`config.mk`:
```
export PLATFORM = sky130hd
export DESIGN_NAME = combined_lcg_shuffle_rng_core_flat
export DESIGN_NICKNAME = d
export VERILOG_FILES = /design/src/rtl/clsr_pkg.sv /design/src/rtl/clsr_in_if.sv /design/src/rtl/clsr_out_if.sv /design/src/rtl/combined_lcg_shuffle_rng_core.sv /design/src/rtl/clsr_table.sv /design/src/rtl/clsr_dp.sv /design/src/rtl/clsr_ctrl.sv /design/src/flat_wrapper.sv
export SDC_FILE = /design/constraint.sdc
export NUM_CORES = 2
export LEC_CHECK = 0
export BUFFER_PORTS_ARGS = -buffer_cell sky130_fd_sc_hd__buf_2
export CAP_MARGIN = 5
export CORE_MARGIN = 2
export CORE_UTILIZATION = 30
export DETAILED_ROUTE_END_ITERATION = 8
export SLEW_MARGIN = 10
export SYNTH_ARGS = -nofsm -noshare
export SYNTH_HDL_FRONTEND = slang
export SYNTH_SLANG_ARGS = --single-unit
```
`constraint.sdc`:
```
create_clock -name clk -period 6.44 [get_ports clk]
set_input_delay 1.288 -clock clk [delete_from_list [all_inputs] [get_ports clk]]
set_output_delay 1.288 -clock clk [all_outputs]
set_load 0.02 [all_outputs]
```
`src/rtl/clsr_pkg.sv`:
```
package clsr_pkg;

  // value width of the generators, the table and the result
  localparam int VAL_W = 31;
  localparam int MUL_W = 16;
  localparam int PROD_W = VAL_W + MUL_W;
  localparam int FOLD_W = 32;

  localparam int TABLE_DEPTH_DEF = 32;

  // input operation codes
  localparam logic OP_DRAW = 1'b0;
  localparam logic OP_RESEED = 1'b1;

  // generator one: multiplier 40014, modulus 2^31 - 85
  localparam logic [31:0] MOD_ONE = 32'd2147483563;
  localparam logic [MUL_W-1:0] MUL_ONE = 16'd40014;
  localparam logic [7:0] FOLD_ONE = 8'd85;

  // generator two: multiplier 40692, modulus 2^31 - 249
  localparam logic [31:0] MOD_TWO = 32'd2147483399;
  localparam logic [MUL_W-1:0] MUL_TWO = 16'd40692;
  localparam logic [7:0] FOLD_TWO = 8'd249;

  localparam logic [31:0] WRAP_ADD = 32'd2147483562;
  localparam logic [VAL_W-1:0] DEF_TWO = 31'd123456789;

  typedef logic [VAL_W-1:0] val_t;
  typedef logic [PROD_W-1:0] prod_t;
  typedef logic [FOLD_W-1:0] fold_t;

  // commands from the controller to the datapath
  typedef struct packed {
    logic load_seed;  // set both generators to the seed
    logic seed_in;    // seed comes from the input item (else one)
    logic mul;        // register both products
    logic fold;       // fold high product bits into low part
    logic red_one;    // load reduced generator one
    logic red_two;    // load reduced generator two
    logic fill_we;    // write reduced generator one into the table
    logic set_prev;   // previous output takes reduced generator one
    logic slot_load;  // latch slot index from previous output
    logic rd;         // read the table slot
    logic finish;     // combine, refill slot, load result
  } cmd_t;

  // p = hi*2^31 + lo, and 2^31 = c (mod m)
  function automatic fold_t fold(input prod_t p, input logic [7:0] c);
    logic [23:0] t;
    t = 24'(p[PROD_W-1:VAL_W]) * 24'(c);
    return {1'b0, p[VAL_W-1:0]} + {8'b0, t};
  endfunction

  // folded value is below twice the modulus
  function automatic val_t reduce(input fold_t f, input logic [31:0] m);
    fold_t d;
    d = f - m;
    return (f >= m) ? d[VAL_W-1:0] : f[VAL_W-1:0];
  endfunction

endpackage

```
`src/rtl/clsr_in_if.sv`:
```
interface clsr_in_if;
  logic valid;
  logic ready;
  logic op;
  logic [clsr_pkg::VAL_W-1:0] seed;

  modport source (output valid, output op, output seed, input ready);
  modport sink (input valid, input op, input seed, output ready);
endinterface

```
`src/rtl/clsr_out_if.sv`:
```
interface clsr_out_if;
  logic valid;
  logic ready;
  logic [clsr_pkg::VAL_W-1:0] rand_value;

  modport source (output valid, output rand_value, input ready);
  modport sink (input valid, input rand_value, output ready);
endinterface

```
`src/rtl/combined_lcg_shuffle_rng_core.sv`:
```
// Channel   Dir  Payload                 Transfer
// rng_in    in   op (1), seed (31)       valid & ready
// rng_out   out  rand_value (31)         valid & ready
//
// A draw registers the products at the transfer, then folds them, reduces them
// and combines generator two with the table slot, which loads the result register.
// A reseed (or a draw while unseeded) first runs the warm-up steps; each warm-up
// step runs the same multiply unit.
// Reset is synchronous; after it the generators are unseeded and the first
// draw seeds with one. The result waits in an output register; while it is
// full the next draw holds in its last step.
module combined_lcg_shuffle_rng_core #(
  parameter int TABLE_DEPTH = clsr_pkg::TABLE_DEPTH_DEF
) (
  input logic         clk,
  input logic         rst,
  clsr_in_if.sink     rng_in,
  clsr_out_if.source  rng_out
);
  import clsr_pkg::*;

  localparam int IDX_W = $clog2(TABLE_DEPTH);

  cmd_t cmd;
  logic [IDX_W-1:0] fill_idx;
  logic g1_zero;

  clsr_ctrl #(
    .TABLE_DEPTH (TABLE_DEPTH),
    .IDX_W       (IDX_W)
  ) u_ctrl (
    .clk       (clk),
    .rst       (rst),
    .in_valid  (rng_in.valid),
    .in_op     (rng_in.op),
    .in_ready  (rng_in.ready),
    .g1_zero   (g1_zero),
    .out_ready (rng_out.ready),
    .out_valid (rng_out.valid),
    .cmd       (cmd),
    .fill_idx  (fill_idx)
  );

  clsr_dp #(
    .TABLE_DEPTH (TABLE_DEPTH),
    .IDX_W       (IDX_W)
  ) u_dp (
    .clk        (clk),
    .rst        (rst),
    .cmd        (cmd),
    .fill_idx   (fill_idx),
    .seed       (rng_in.seed),
    .g1_zero    (g1_zero),
    .rand_value (rng_out.rand_value)
  );

endmodule

```
`src/rtl/clsr_table.sv`:
```
module clsr_table #(
  parameter int TABLE_DEPTH = clsr_pkg::TABLE_DEPTH_DEF,
  parameter int IDX_W = $clog2(TABLE_DEPTH)
) (
  input  logic                    clk,
  input  clsr_pkg::val_t          prev,
  input  logic                    slot_load,
  input  logic                    rd_en,
  input  logic                    wr_en,
  input  logic                    wr_fill,
  input  logic [IDX_W-1:0]        fill_idx,
  input  clsr_pkg::val_t          wr_data,
  output clsr_pkg::val_t          rd_data
);
  import clsr_pkg::*;

  localparam logic [31:0] NDIV = 32'(1 + (MOD_ONE - 1) / TABLE_DEPTH);

  val_t mem [TABLE_DEPTH];
  logic [IDX_W-1:0] slot_q;
  logic [IDX_W-1:0] slot_c;
  logic [TABLE_DEPTH:0] ge;
  logic [IDX_W-1:0] waddr;

  // slot = prev / NDIV: thermometer of constant thresholds, then encode
  always_comb begin
    ge = '0;
    ge[0] = 1'b1;
    for (int k = 1; k < TABLE_DEPTH; k++) begin
      ge[k] = ({1'b0, prev} >= 32'(k) * NDIV);
    end
    slot_c = '0;
    for (int k = 0; k < TABLE_DEPTH; k++) begin
      if (ge[k] && !ge[k+1]) slot_c = slot_c | IDX_W'(k);
    end
  end

  assign waddr = wr_fill ? fill_idx : slot_q;

  // shuffle table, one write and one registered read port
  always_ff @(posedge clk) begin
    if (slot_load) slot_q <= slot_c;
    if (wr_en) mem[waddr] <= wr_data;
    if (rd_en) rd_data <= mem[slot_q];
  end

endmodule

```
`src/rtl/clsr_dp.sv`:
```
module clsr_dp #(
  parameter int TABLE_DEPTH = clsr_pkg::TABLE_DEPTH_DEF,
  parameter int IDX_W = $clog2(TABLE_DEPTH)
) (
  input  logic               clk,
  input  logic               rst,
  input  clsr_pkg::cmd_t     cmd,
  input  logic [IDX_W-1:0]   fill_idx,
  input  clsr_pkg::val_t     seed,
  output logic               g1_zero,
  output clsr_pkg::val_t     rand_value
);
  import clsr_pkg::*;

  val_t  g1, g2, prev;
  prod_t p1, p2;
  fold_t f1, f2;
  val_t  red1, red2, seed_val, rd_data, res, wr_data;
  logic [31:0] diff, sum;

  assign red1 = reduce(f1, MOD_ONE);
  assign red2 = reduce(f2, MOD_TWO);
  assign g1_zero = (g1 == '0);
  assign seed_val = (cmd.seed_in && seed != '0) ? seed : val_t'(1);

  // slot minus generator two, wrapped into 1..MOD_ONE-1
  assign diff = {1'b0, rd_data} - {1'b0, g2};
  assign sum = (rd_data <= g2) ? diff + WRAP_ADD : diff;
  assign res = sum[VAL_W-1:0];

  // generator and previous-output state
  always_ff @(posedge clk) begin
    if (rst) begin
      g1 <= '0;
      g2 <= DEF_TWO;
      prev <= '0;
    end else begin
      if (cmd.load_seed) begin
        g1 <= seed_val;
        g2 <= seed_val;
      end
      if (cmd.red_one) g1 <= red1;
      if (cmd.red_two) g2 <= red2;
      if (cmd.set_prev) prev <= red1;
      if (cmd.finish) prev <= res;
    end
  end

  // modular multiply pipeline and result register
  always_ff @(posedge clk) begin
    if (cmd.mul) begin
      p1 <= PROD_W'(g1) * PROD_W'(MUL_ONE);
      p2 <= PROD_W'(g2) * PROD_W'(MUL_TWO);
    end
    if (cmd.fold) begin
      f1 <= fold(p1, FOLD_ONE);
      f2 <= fold(p2, FOLD_TWO);
    end
    if (cmd.finish) rand_value <= res;
  end

  assign wr_data = cmd.fill_we ? red1 : g1;

  clsr_table #(
    .TABLE_DEPTH (TABLE_DEPTH),
    .IDX_W       (IDX_W)
  ) u_table (
    .clk       (clk),
    .prev      (prev),
    .slot_load (cmd.slot_load),
    .rd_en     (cmd.rd),
    .wr_en     (cmd.fill_we | cmd.finish),
    .wr_fill   (cmd.fill_we),
    .fill_idx  (fill_idx),
    .wr_data   (wr_data),
    .rd_data   (rd_data)
  );

endmodule

```
`src/rtl/clsr_ctrl.sv`:
```
module clsr_ctrl #(
  parameter int TABLE_DEPTH = clsr_pkg::TABLE_DEPTH_DEF,
  parameter int IDX_W = $clog2(TABLE_DEPTH)
) (
  input  logic               clk,
  input  logic               rst,
  input  logic               in_valid,
  input  logic               in_op,
  output logic               in_ready,
  input  logic               g1_zero,
  input  logic               out_ready,
  output logic               out_valid,
  output clsr_pkg::cmd_t     cmd,
  output logic [IDX_W-1:0]   fill_idx
);
  import clsr_pkg::*;

  localparam int CNT_W = $clog2(TABLE_DEPTH + 8);
  localparam logic [CNT_W-1:0] CNT_START = CNT_W'(TABLE_DEPTH + 7);
  localparam logic [CNT_W-1:0] CNT_FILL = CNT_W'(TABLE_DEPTH);

  localparam logic [3:0] S_IDLE  = 4'd0;
  localparam logic [3:0] S_SMUL  = 4'd1;
  localparam logic [3:0] S_SFOLD = 4'd2;
  localparam logic [3:0] S_SRED  = 4'd3;
  localparam logic [3:0] S_DMUL  = 4'd4;
  localparam logic [3:0] S_DFOLD = 4'd5;
  localparam logic [3:0] S_DRED  = 4'd6;
  localparam logic [3:0] S_DOUT  = 4'd7;

  logic [3:0] state, state_next;
  logic [CNT_W-1:0] cnt, cnt_next;
  logic out_valid_next;
  logic accept, do_seed;

  assign in_ready = (state == S_IDLE);
  assign accept = in_valid && in_ready;
  assign do_seed = (in_op == OP_RESEED) || g1_zero;
  assign fill_idx = cnt[IDX_W-1:0];

  // sequencer: seeding warm-up steps, then the four-step draw
  always_comb begin
    state_next = state;
    cnt_next = cnt;
    out_valid_next = out_valid && !out_ready;
    cmd = '0;
    unique case (state)
      S_IDLE: begin
        if (accept) begin
          if (do_seed) begin
            cmd.load_seed = 1'b1;
            cmd.seed_in = (in_op == OP_RESEED);
            cnt_next = CNT_START;
            state_next = S_SMUL;
          end else begin
            cmd.mul = 1'b1;
            cmd.slot_load = 1'b1;
            state_next = S_DFOLD;
          end
        end
      end
      S_SMUL: begin
        cmd.mul = 1'b1;
        state_next = S_SFOLD;
      end
      S_SFOLD: begin
        cmd.fold = 1'b1;
        state_next = S_SRED;
      end
      S_SRED: begin
        cmd.red_one = 1'b1;
        cmd.fill_we = (cnt < CNT_FILL);
        if (cnt == '0) begin
          cmd.set_prev = 1'b1;
          state_next = S_DMUL;
        end else begin
          cnt_next = cnt - 1'b1;
          state_next = S_SMUL;
        end
      end
      S_DMUL: begin
        cmd.mul = 1'b1;
        cmd.slot_load = 1'b1;
        state_next = S_DFOLD;
      end
      S_DFOLD: begin
        cmd.fold = 1'b1;
        cmd.rd = 1'b1;
        state_next = S_DRED;
      end
      S_DRED: begin
        cmd.red_one = 1'b1;
        cmd.red_two = 1'b1;
        state_next = S_DOUT;
      end
      S_DOUT: begin
        // wait here while the result register still holds a value
        if (!out_valid || out_ready) begin
          cmd.finish = 1'b1;
          out_valid_next = 1'b1;
          state_next = S_IDLE;
        end
      end
      default: begin
        state_next = S_IDLE;
      end
    endcase
  end

  always_ff @(posedge clk) begin
    if (rst) begin
      state <= S_IDLE;
      cnt <= '0;
      out_valid <= 1'b0;
    end else begin
      state <= state_next;
      cnt <= cnt_next;
      out_valid <= out_valid_next;
    end
  end

endmodule

```
`src/flat_wrapper.sv`:
```
// flat-port wrapper written by rule: the top's interface ports become plain ports
module combined_lcg_shuffle_rng_core_flat import clsr_pkg::*;
#(
  parameter int TABLE_DEPTH = clsr_pkg::TABLE_DEPTH_DEF
)
  (clk, rst, rng_in_valid, rng_in_op, rng_in_seed, rng_in_ready, rng_out_valid, rng_out_rand_value, rng_out_ready);
  clsr_in_if rng_in_i ();
  clsr_out_if rng_out_i ();
  input logic clk;
  input logic rst;
  input wire logic [$bits(rng_in_i.valid)-1:0] rng_in_valid;
  input wire logic [$bits(rng_in_i.op)-1:0] rng_in_op;
  input wire logic [$bits(rng_in_i.seed)-1:0] rng_in_seed;
  output wire logic [$bits(rng_in_i.ready)-1:0] rng_in_ready;
  output wire logic [$bits(rng_out_i.valid)-1:0] rng_out_valid;
  output wire logic [$bits(rng_out_i.rand_value)-1:0] rng_out_rand_value;
  input wire logic [$bits(rng_out_i.ready)-1:0] rng_out_ready;
  assign rng_in_i.valid = rng_in_valid;
  assign rng_in_i.op = rng_in_op;
  assign rng_in_i.seed = rng_in_seed;
  assign rng_in_ready = rng_in_i.ready;
  assign rng_out_valid = rng_out_i.valid;
  assign rng_out_rand_value = rng_out_i.rand_value;
  assign rng_out_i.ready = rng_out_ready;
  combined_lcg_shuffle_rng_core #(.TABLE_DEPTH(TABLE_DEPTH)) u_core (.clk(clk), .rst(rst), .rng_in(rng_in_i), .rng_out(rng_out_i));
endmodule
```
Yosys cells after proc, flatten, opt, wreduce, memory -nomap -nowiden
Memories as Yosys holds them, arrays and structs flattened. A register that Yosys moved wholly into a read port is not among the register bits.
Cells that the tools add are included.
{ "totals": {"reg_bits": 295, "ramBits": 992, "in_bits": 36, "memories": 1, "word_cells": 227} }
{ "mem_list": {"columns": ["memory", "words", "word_bits", "rd", "rd_ports_with_merged_regs", "write_ports", "line", "text"], "rows": [
  ["u_core.u_dp.u_table.mem", 32, 31, 1, 1, 1, "clsr_table.sv:19", "val_t mem [TABLE_DEPTH];"]
]} }
{ "op_classes": {"addsub": 7, "bitwise": 1, "eq_ne": 11, "n_mux": 68, "reduce_logical": 84, "n_lt_le_gt_ge": 35, "mul": 4} }
{ "op_table": {"columns": ["cell", "n"], "rows": [
  ["greater-or-equal comparator 31 bit, second input constant", 15],
  ["two-way mux 31 bit", 13],
  ["greater-or-equal comparator 31 x 30 -> 1 bit, second input constant", 8],
  ["greater-or-equal comparator 31 x 29 -> 1 bit, second input constant", 4],
  ["greater-or-equal comparator 32 x 31 -> 1 bit, second input constant", 2],
  ["greater-or-equal comparator 31 x 28 -> 1 bit, second input constant", 2],
  ["subtractor 31 bit, second input constant", 2],
  ["multiplier 31 x 15 -> 46 bit, second input constant", 1],
  ["multiplier 31 x 14 -> 45 bit, second input constant", 1],
  ["two-way mux 4 bit", 10],
  ["logical AND 1 bit", 33],
  ["two-way mux 3 bit", 11],
  ["adder 31 x 23 -> 32 bit", 1],
  ["adder 31 x 24 -> 32 bit", 1],
  ["logical NOT 1 bit", 32],
  ["case mux 4 bit (8 select lines)", 1],
  ["adder 31 bit, second input constant", 1],
  ["greater-or-equal comparator 31 x 26 -> 1 bit, second input constant", 1],
  ["greater-or-equal comparator 31 x 27 -> 1 bit, second input constant", 1],
  ["less-or-equal comparator 31 bit", 1],
  ["logical NOT 31 bit", 1],
  ["nonzero test 31 bit", 1],
  ["subtractor 31 bit", 1],
  ["multiplier 16 x 8 -> 24 bit, second input constant", 1],
  ["26 further kinds", 65]
]} }

Longest topological paths before layout
{ "depth": {"depth_word": 29, "ltp_mapped": 24, "ltp_nobuf": 24} }

Hierarchy
Synthesis repeated with hierarchy kept, for this count alone.
{ "unflattened": {"cells_unflattened": 5387, "area_unflattened_um2": 75986.6} }
{ "by_module_without_submodules": {"columns": ["module", "seq_area_each_um2", "area_per_inst_um2", "instances", "cells_each"], "rows": [
  ["clsr_table", 30869.6, 39934.6, 1, 1703],
  ["clsr_dp", 7447.1, 35320.1, 1, 3589],
  ["clsr_ctrl", 200.2, 732.0, 1, 95]
]} }

Worst setup path after synthesis
OpenSTA, ideal clock, no wires.
{ "synth_timing": {"path_kind": "register -> register", "startpoint": "register u_core.u_dp.g2[9]", "endpoint": "register u_core.u_dp.p2[44], data pin", "setup_ns": 0.259, "n_path_buf": 0, "arrival_ns": 5.888, "synth_period_minus_slack_ns": 6.147, "stages_incl_launch_ff": 23, "required_time_ns": 6.181, "path_slack_ns": 0.293, "path_cell_list": "dfxtp_1 -> fa_1 -> inv_1 -> fa_1 -> inv_1 -> fa_1 -> fa_1 -> fa_1 -> inv_1 -> fa_1 -> inv_1 -> ha_1 -> a21oi_1 -> o21ai_0 -> a21o_1 -> a21o_1 -> a211o_1 -> a221oi_1 -> o221ai_1 -> a21oi_1 -> o211ai_1 -> o211ai_1 -> xnor2_1"} }
{ "synth_via": {"elab_chain_cells": 1} }
{ "synth_rtl": {"columns": ["element", "line", "text"], "rows": [
  ["from (decl)", "clsr_dp.sv:15", "val_t g1, g2, prev;"],
  ["from (signal assigned)", "clsr_dp.sv:40", "g2 <= seed_val;"],
  ["from (signal assigned)", "clsr_dp.sv:43", "if (cmd.red_two) g2 <= red2;"],
  ["multiplier 31 x 14 -> 45 bit", "clsr_dp.sv:53", "p2 <= PROD_W'(g2) * PROD_W'(MUL_TWO);"],
  ["to (signal assigned)", "clsr_dp.sv:53", null],
  ["to (decl)", "clsr_dp.sv:16", "prod_t p1, p2;"]
]} }
No other way between the ends.
A chain may end at the register's enable or synchronous reset.

Worst setup path in the final report
{ "layout_timing": {"startpoint": "register u_core.u_dp.g2[10]", "endpoint": "register u_core.u_dp.p2[44], data pin"} }
The elaborated chain is that of the path after synthesis.

==> results.txt <==
For the via count of the first global-routing pass, the log shows 46500. For the initial core utilization, the log shows 30.1%. Dividing the final minimum period by the clock period gives 95.9%. The run gives 0 as the final number of max-transition violations. The number of enable-type register cells in the synthesized netlist is 1214, and the total iterations of the first detailed-routing run is 8. The maximum fanout count along the critical path is 5, and the number of nets with antenna violations after routing is 0. The H-tree depth came out at 4. In the routed design, unresolved DRC markers number 0. The multi-input combinational cells in the finished layout cover a total of 0.0342 mm². The tools report the number of buffers added by the clock tree synthesis step as 137.

Yosys printed 0 warnings. Counting I/O delays and the setup requirement, the final critical path takes 6.18 ns. The final route contains 45400 vias. The clock arrives with 0.0528 ns of skew. The first global-routing pass estimated 318000 µm of wire. After detailed routing, the number of vias per cell comes to 5.02. The setup violation total in the final timing report is 0. The pin count of the biggest net entering global routing came out at 98. The worst setup path is captured at a register. The total wirelength of the detailed-routed design was 216000 µm. In this run the core area contains 184 standard-cell rows.

Across every metal layer, demand over resource in global routing totals 16.8%. Summing all flip-flop and latch instances after layout gives 0.0386 mm². By count the netlist is led by 1214 x sky130_fd_sc_hd__edfxtp_1, 770 x sky130_fd_sc_hd__inv_1, 498 x sky130_fd_sc_hd__ha_1. The congestion estimate from routability-driven global placement came to 0.937. The die is 506 µm tall. Static timing analysis puts the maximum clock frequency at 0.162 GHz. The die covers 0.256 mm².

The worst setup path is of the reg2reg kind. sky130_fd_sc_hd__edfxtp_1 is the most common cell in the netlist. The share of layout cells above drive strength 1 is 16.2%. The most common flop cell mapped by yosys was sky130_fd_sc_hd__edfxtp_1. The overflow left after global routing is 0. Counting distinct cell types in the post-synthesis netlist gives 91. The layout overhead on the synthesized area came out at 13.7%. The launch point of the critical path is u_core.u_dp.g2[10]$_SDFFE_PP1P_. 69 I/O pins were placed. Setup slack closes at 0.265 ns. The initial antenna violation count was 6. The delay of the slowest cell on the worst path is 0.56 ns, and the number of fill cells is 24200. Data arrives at the worst endpoint at 6.73 ns. Counting flops and latches in the post-synthesis netlist gives 1317.

During placement, the flow inserted port buffers numbering 68. The tools report the data required time at the worst endpoint as 7.00 ns. The logs give 154000 µm for the HPWL after detailed placement and 0.251 mm² for the floorplan core area. The launching point of the worst reg2reg path is u_core.u_dp.g2[10]$_SDFFE_PP1P_. The detailed router finished its first iteration with 4604 violations.

STA classifies the critical path startpoint as a register. The most frequent cell on the critical path was sky130_fd_sc_hd__fa_1. The longest clock path from root to sink contains 3 buffers. The critical path goes through buf_4, fa_1, ha_1, fa_1, fa_1, fa_1, inv_1, fa_1, inv_1, ha_1, inv_1, o21ai_0, a21o_1, a21o_1, a211o_1, a221oi_2, buf_4, o221ai_1, a21oi_2, o211ai_1, o211ai_1, xnor2_1. After the last flow step, the layout net total stands at 6559. Synthesis handed over a netlist of 5370 instances.

Capture point of the critical path: u_core.u_dp.p2[44]$_DFFE_PP_. From left edge to right edge, the die measures 506 µm. TritonCTS built the clock tree. In this run the mean area of a mapped cell was 14.1 µm².

Clock-pin slew was measured on the worst setup and hold paths at 0.07 ns. The tools report the slack of the worst reg-to-reg path as 0.26 ns. The largest individual stage delay along the critical path comes from the cell sky130_fd_sc_hd__fa_1. The worst hold path class is reg2reg.

The number of cell instances on the worst register-to-register path came out at 22. The library cell used as clock root buffer is sky130_fd_sc_hd__clkbuf_16. The actual slew at the worst max-slew pin works out to 1.27 ns. The flow ran to the end, and the final reports show no timing, DRC or antenna violations.

Synthesis produced a netlist with a net count of 6352. The worst hold path passes through 2 cells. Clock latency on the worst-skew pair, taken at its later pin, is 0.82 ns. Before CTS, the worst setup slack after placement is -0.00789 ns. The mapped cell area was 0.0756 mm². In the final routed layout, each cell accounts on average for 23.9 µm. Of the synthesized area, sequential elements account for 50.9%.

Clock tree synthesis found a total of 1317 sinks. The share of the synthesized area in the top cell type was 48.2%; the fraction of synthesis flops using an asynchronous set or reset pin was 0%. Relative slew slack: 14.1%. The cell type contributing the most total cell area after synthesis is sky130_fd_sc_hd__edfxtp_1.

The endpoint of the lowest-slack register-to-register path was u_core.u_dp.p2[44]$_DFFE_PP_. Sorting the synthesized cells by area gives the leading types as sky130_fd_sc_hd__edfxtp_1 48%, sky130_fd_sc_hd__fa_1 12%, sky130_fd_sc_hd__mux4_2 9.2%. For the number of maximum-capacitance violations, the log shows 0. The tools report the hold violation count in the final report as 0.
sequential cells by signal, summed over array words and instances, names as in the netlist:
register                     count
u_core.u_ctrl.cnt                6
u_core.u_ctrl.out_valid          1
u_core.u_ctrl.state              3
u_core.u_dp.f1                  32
u_core.u_dp.f2                  32
u_core.u_dp.g1                  31
u_core.u_dp.g2                  31
u_core.u_dp.p1                  46
u_core.u_dp.p2                  45
u_core.u_dp.prev                31
u_core.u_dp.rand_value          31
u_core.u_dp.u_table.mem        992
u_core.u_dp.u_table.rd_data     31
u_core.u_dp.u_table.slot_q       5
placed cells by master, fill, tap and decap left out, types with 23 or more instances in the layout:
cell type                   Yosys  layout
sky130_fd_sc_hd__a31oi_1       25      23
sky130_fd_sc_hd__and3_1        40      39
sky130_fd_sc_hd__nand2_1      177     176
sky130_fd_sc_hd__nor3_1        59      57
sky130_fd_sc_hd__nor2b_1       24      24
sky130_fd_sc_hd__xnor2_1      130     130
sky130_fd_sc_hd__mux2_2        31      31
sky130_fd_sc_hd__nand4_1       31      31
sky130_fd_sc_hd__xor2_1        89      89
sky130_fd_sc_hd__nand2b_1      26      26
sky130_fd_sc_hd__o21a_1        26      26
sky130_fd_sc_hd__mux4_2       310     310
sky130_fd_sc_hd__a211oi_1      41      38
sky130_fd_sc_hd__a21oi_1      190     185
sky130_fd_sc_hd__dfxtp_1      103      81
sky130_fd_sc_hd__buf_4          2     166
sky130_fd_sc_hd__a221oi_1      48      47
sky130_fd_sc_hd__edfxtp_1    1214    1214
sky130_fd_sc_hd__inv_1        770     769
sky130_fd_sc_hd__buf_2          3      67
sky130_fd_sc_hd__a21o_1        87      87
sky130_fd_sc_hd__o21ai_0      152     120
sky130_fd_sc_hd__clkinv_1       0      29
sky130_fd_sc_hd__nor2_4         0      33
sky130_fd_sc_hd__nand3_1       68      68
sky130_fd_sc_hd__fa_1         448     446
sky130_fd_sc_hd__nor2_1       314     278
sky130_fd_sc_hd__clkbuf_16      0     138
sky130_fd_sc_hd__clkbuf_1     143      33
sky130_fd_sc_hd__ha_1         498     493
timing repair:
| action | CTS | global route |
|---|---|---|
| hold endpoints to repair | 0 | 0 |
| setup endpoints to repair | 0 | 22 |
| hold buffers | 0 | 0 |
| setup buffers | 0 | 1 |
| gates resized for setup | 0 | 52 |
cell type report:
| type | count | area share [%] |
|---|---|---|
| sequential | 1317 | 44.8 |
| antenna | 4 | 0.0116 |
| clock buffer | 172 | 4.18 |
| inverter | 770 | 3.36 |
| timing repair buffer | 238 | 1.96 |
| clock inverter | 79 | 1.02 |
| tap | 3348 | 4.87 |
| multi-input combinational | 3113 | 39.8 |
metrics by stage:
step	util (%)	hold slack [ns]	std cells	cell area (µm²)	setup TNS [ns]
CTS	34.2	0.521	9036	85800	0
floorplan	-	0.464	5370	75600	0
detailed placement	32.4	0.508	8785	81300	-0.00789
finish	34.3	0.519	9041	86000	0
global placement	32.4	0.494	8785	81300	0
global route	34.3	0.544	9038	86000	-0.0536
worst max-delay path: cells and delay by family (launching register included):
| family | cells | cell delay (ns) |
|---|---|---|
| AOI/OAI and AO/OA | 9 | 1.67 |
| DFF | 1 | 0.35 |
| xor gates and xnor gates | 1 | 0.08 |
| adders and majority gates | 7 | 3.29 |
| buffers and inverters | 5 | 0.55 |
routing by layer:
metal / GRT usage, % / share of wire [%] / vias up
li1: - / - / 20100
met1: 23.3 / 44 / 23500
met2: 26.5 / 46 / 1547
met5: 0 / 0 / -
met4: 5.49 / 3.4 / 0
met3: 3.00 / 6.5 / 304
cell families (layout without fill, tap and decap cells):
logic type	after synthesis	after routing	share of synthesized area, %
AO/OA/AOI/OAI	750	750	6.63
buffers and inverters	940	1259	4.69
other	0	4	0
adder cells (fa/ha/maj)	946	946	20.1
flip-flops	1317	1317	50.9
XOR/XNOR	219	219	2.54
AND/OR/NAND/NOR	851	851	5.36
multiplexers	347	347	9.77
worst min-delay path by stage:
stage | startpoint | to | slack [ns]
floorplan | u_core.u_dp.p1[31]$_DFFE_PP_ | u_core.u_dp.f1[0]$_DFFE_PP_ | 0.46
detailed placement | u_core.u_dp.prev[21]$_SDFFE_PP0P_ | u_core.u_dp.prev[21]$_SDFFE_PP0P_ | 0.51
global route | u_core.u_dp.prev[21]$_SDFFE_PP0P_ | u_core.u_dp.prev[21]$_SDFFE_PP0P_ | 0.54
finish | u_core.u_dp.prev[23]$_SDFFE_PP0P_ | u_core.u_dp.prev[23]$_SDFFE_PP0P_ | 0.52
global placement | u_core.u_dp.prev[22]$_SDFFE_PP0P_ | u_core.u_dp.prev[22]$_SDFFE_PP0P_ | 0.49
CTS | u_core.u_dp.prev[21]$_SDFFE_PP0P_ | u_core.u_dp.prev[21]$_SDFFE_PP0P_ | 0.52
Power is not shown: default switching activity piles up to over one toggle a cycle in this logic, so the estimate is an artifact.
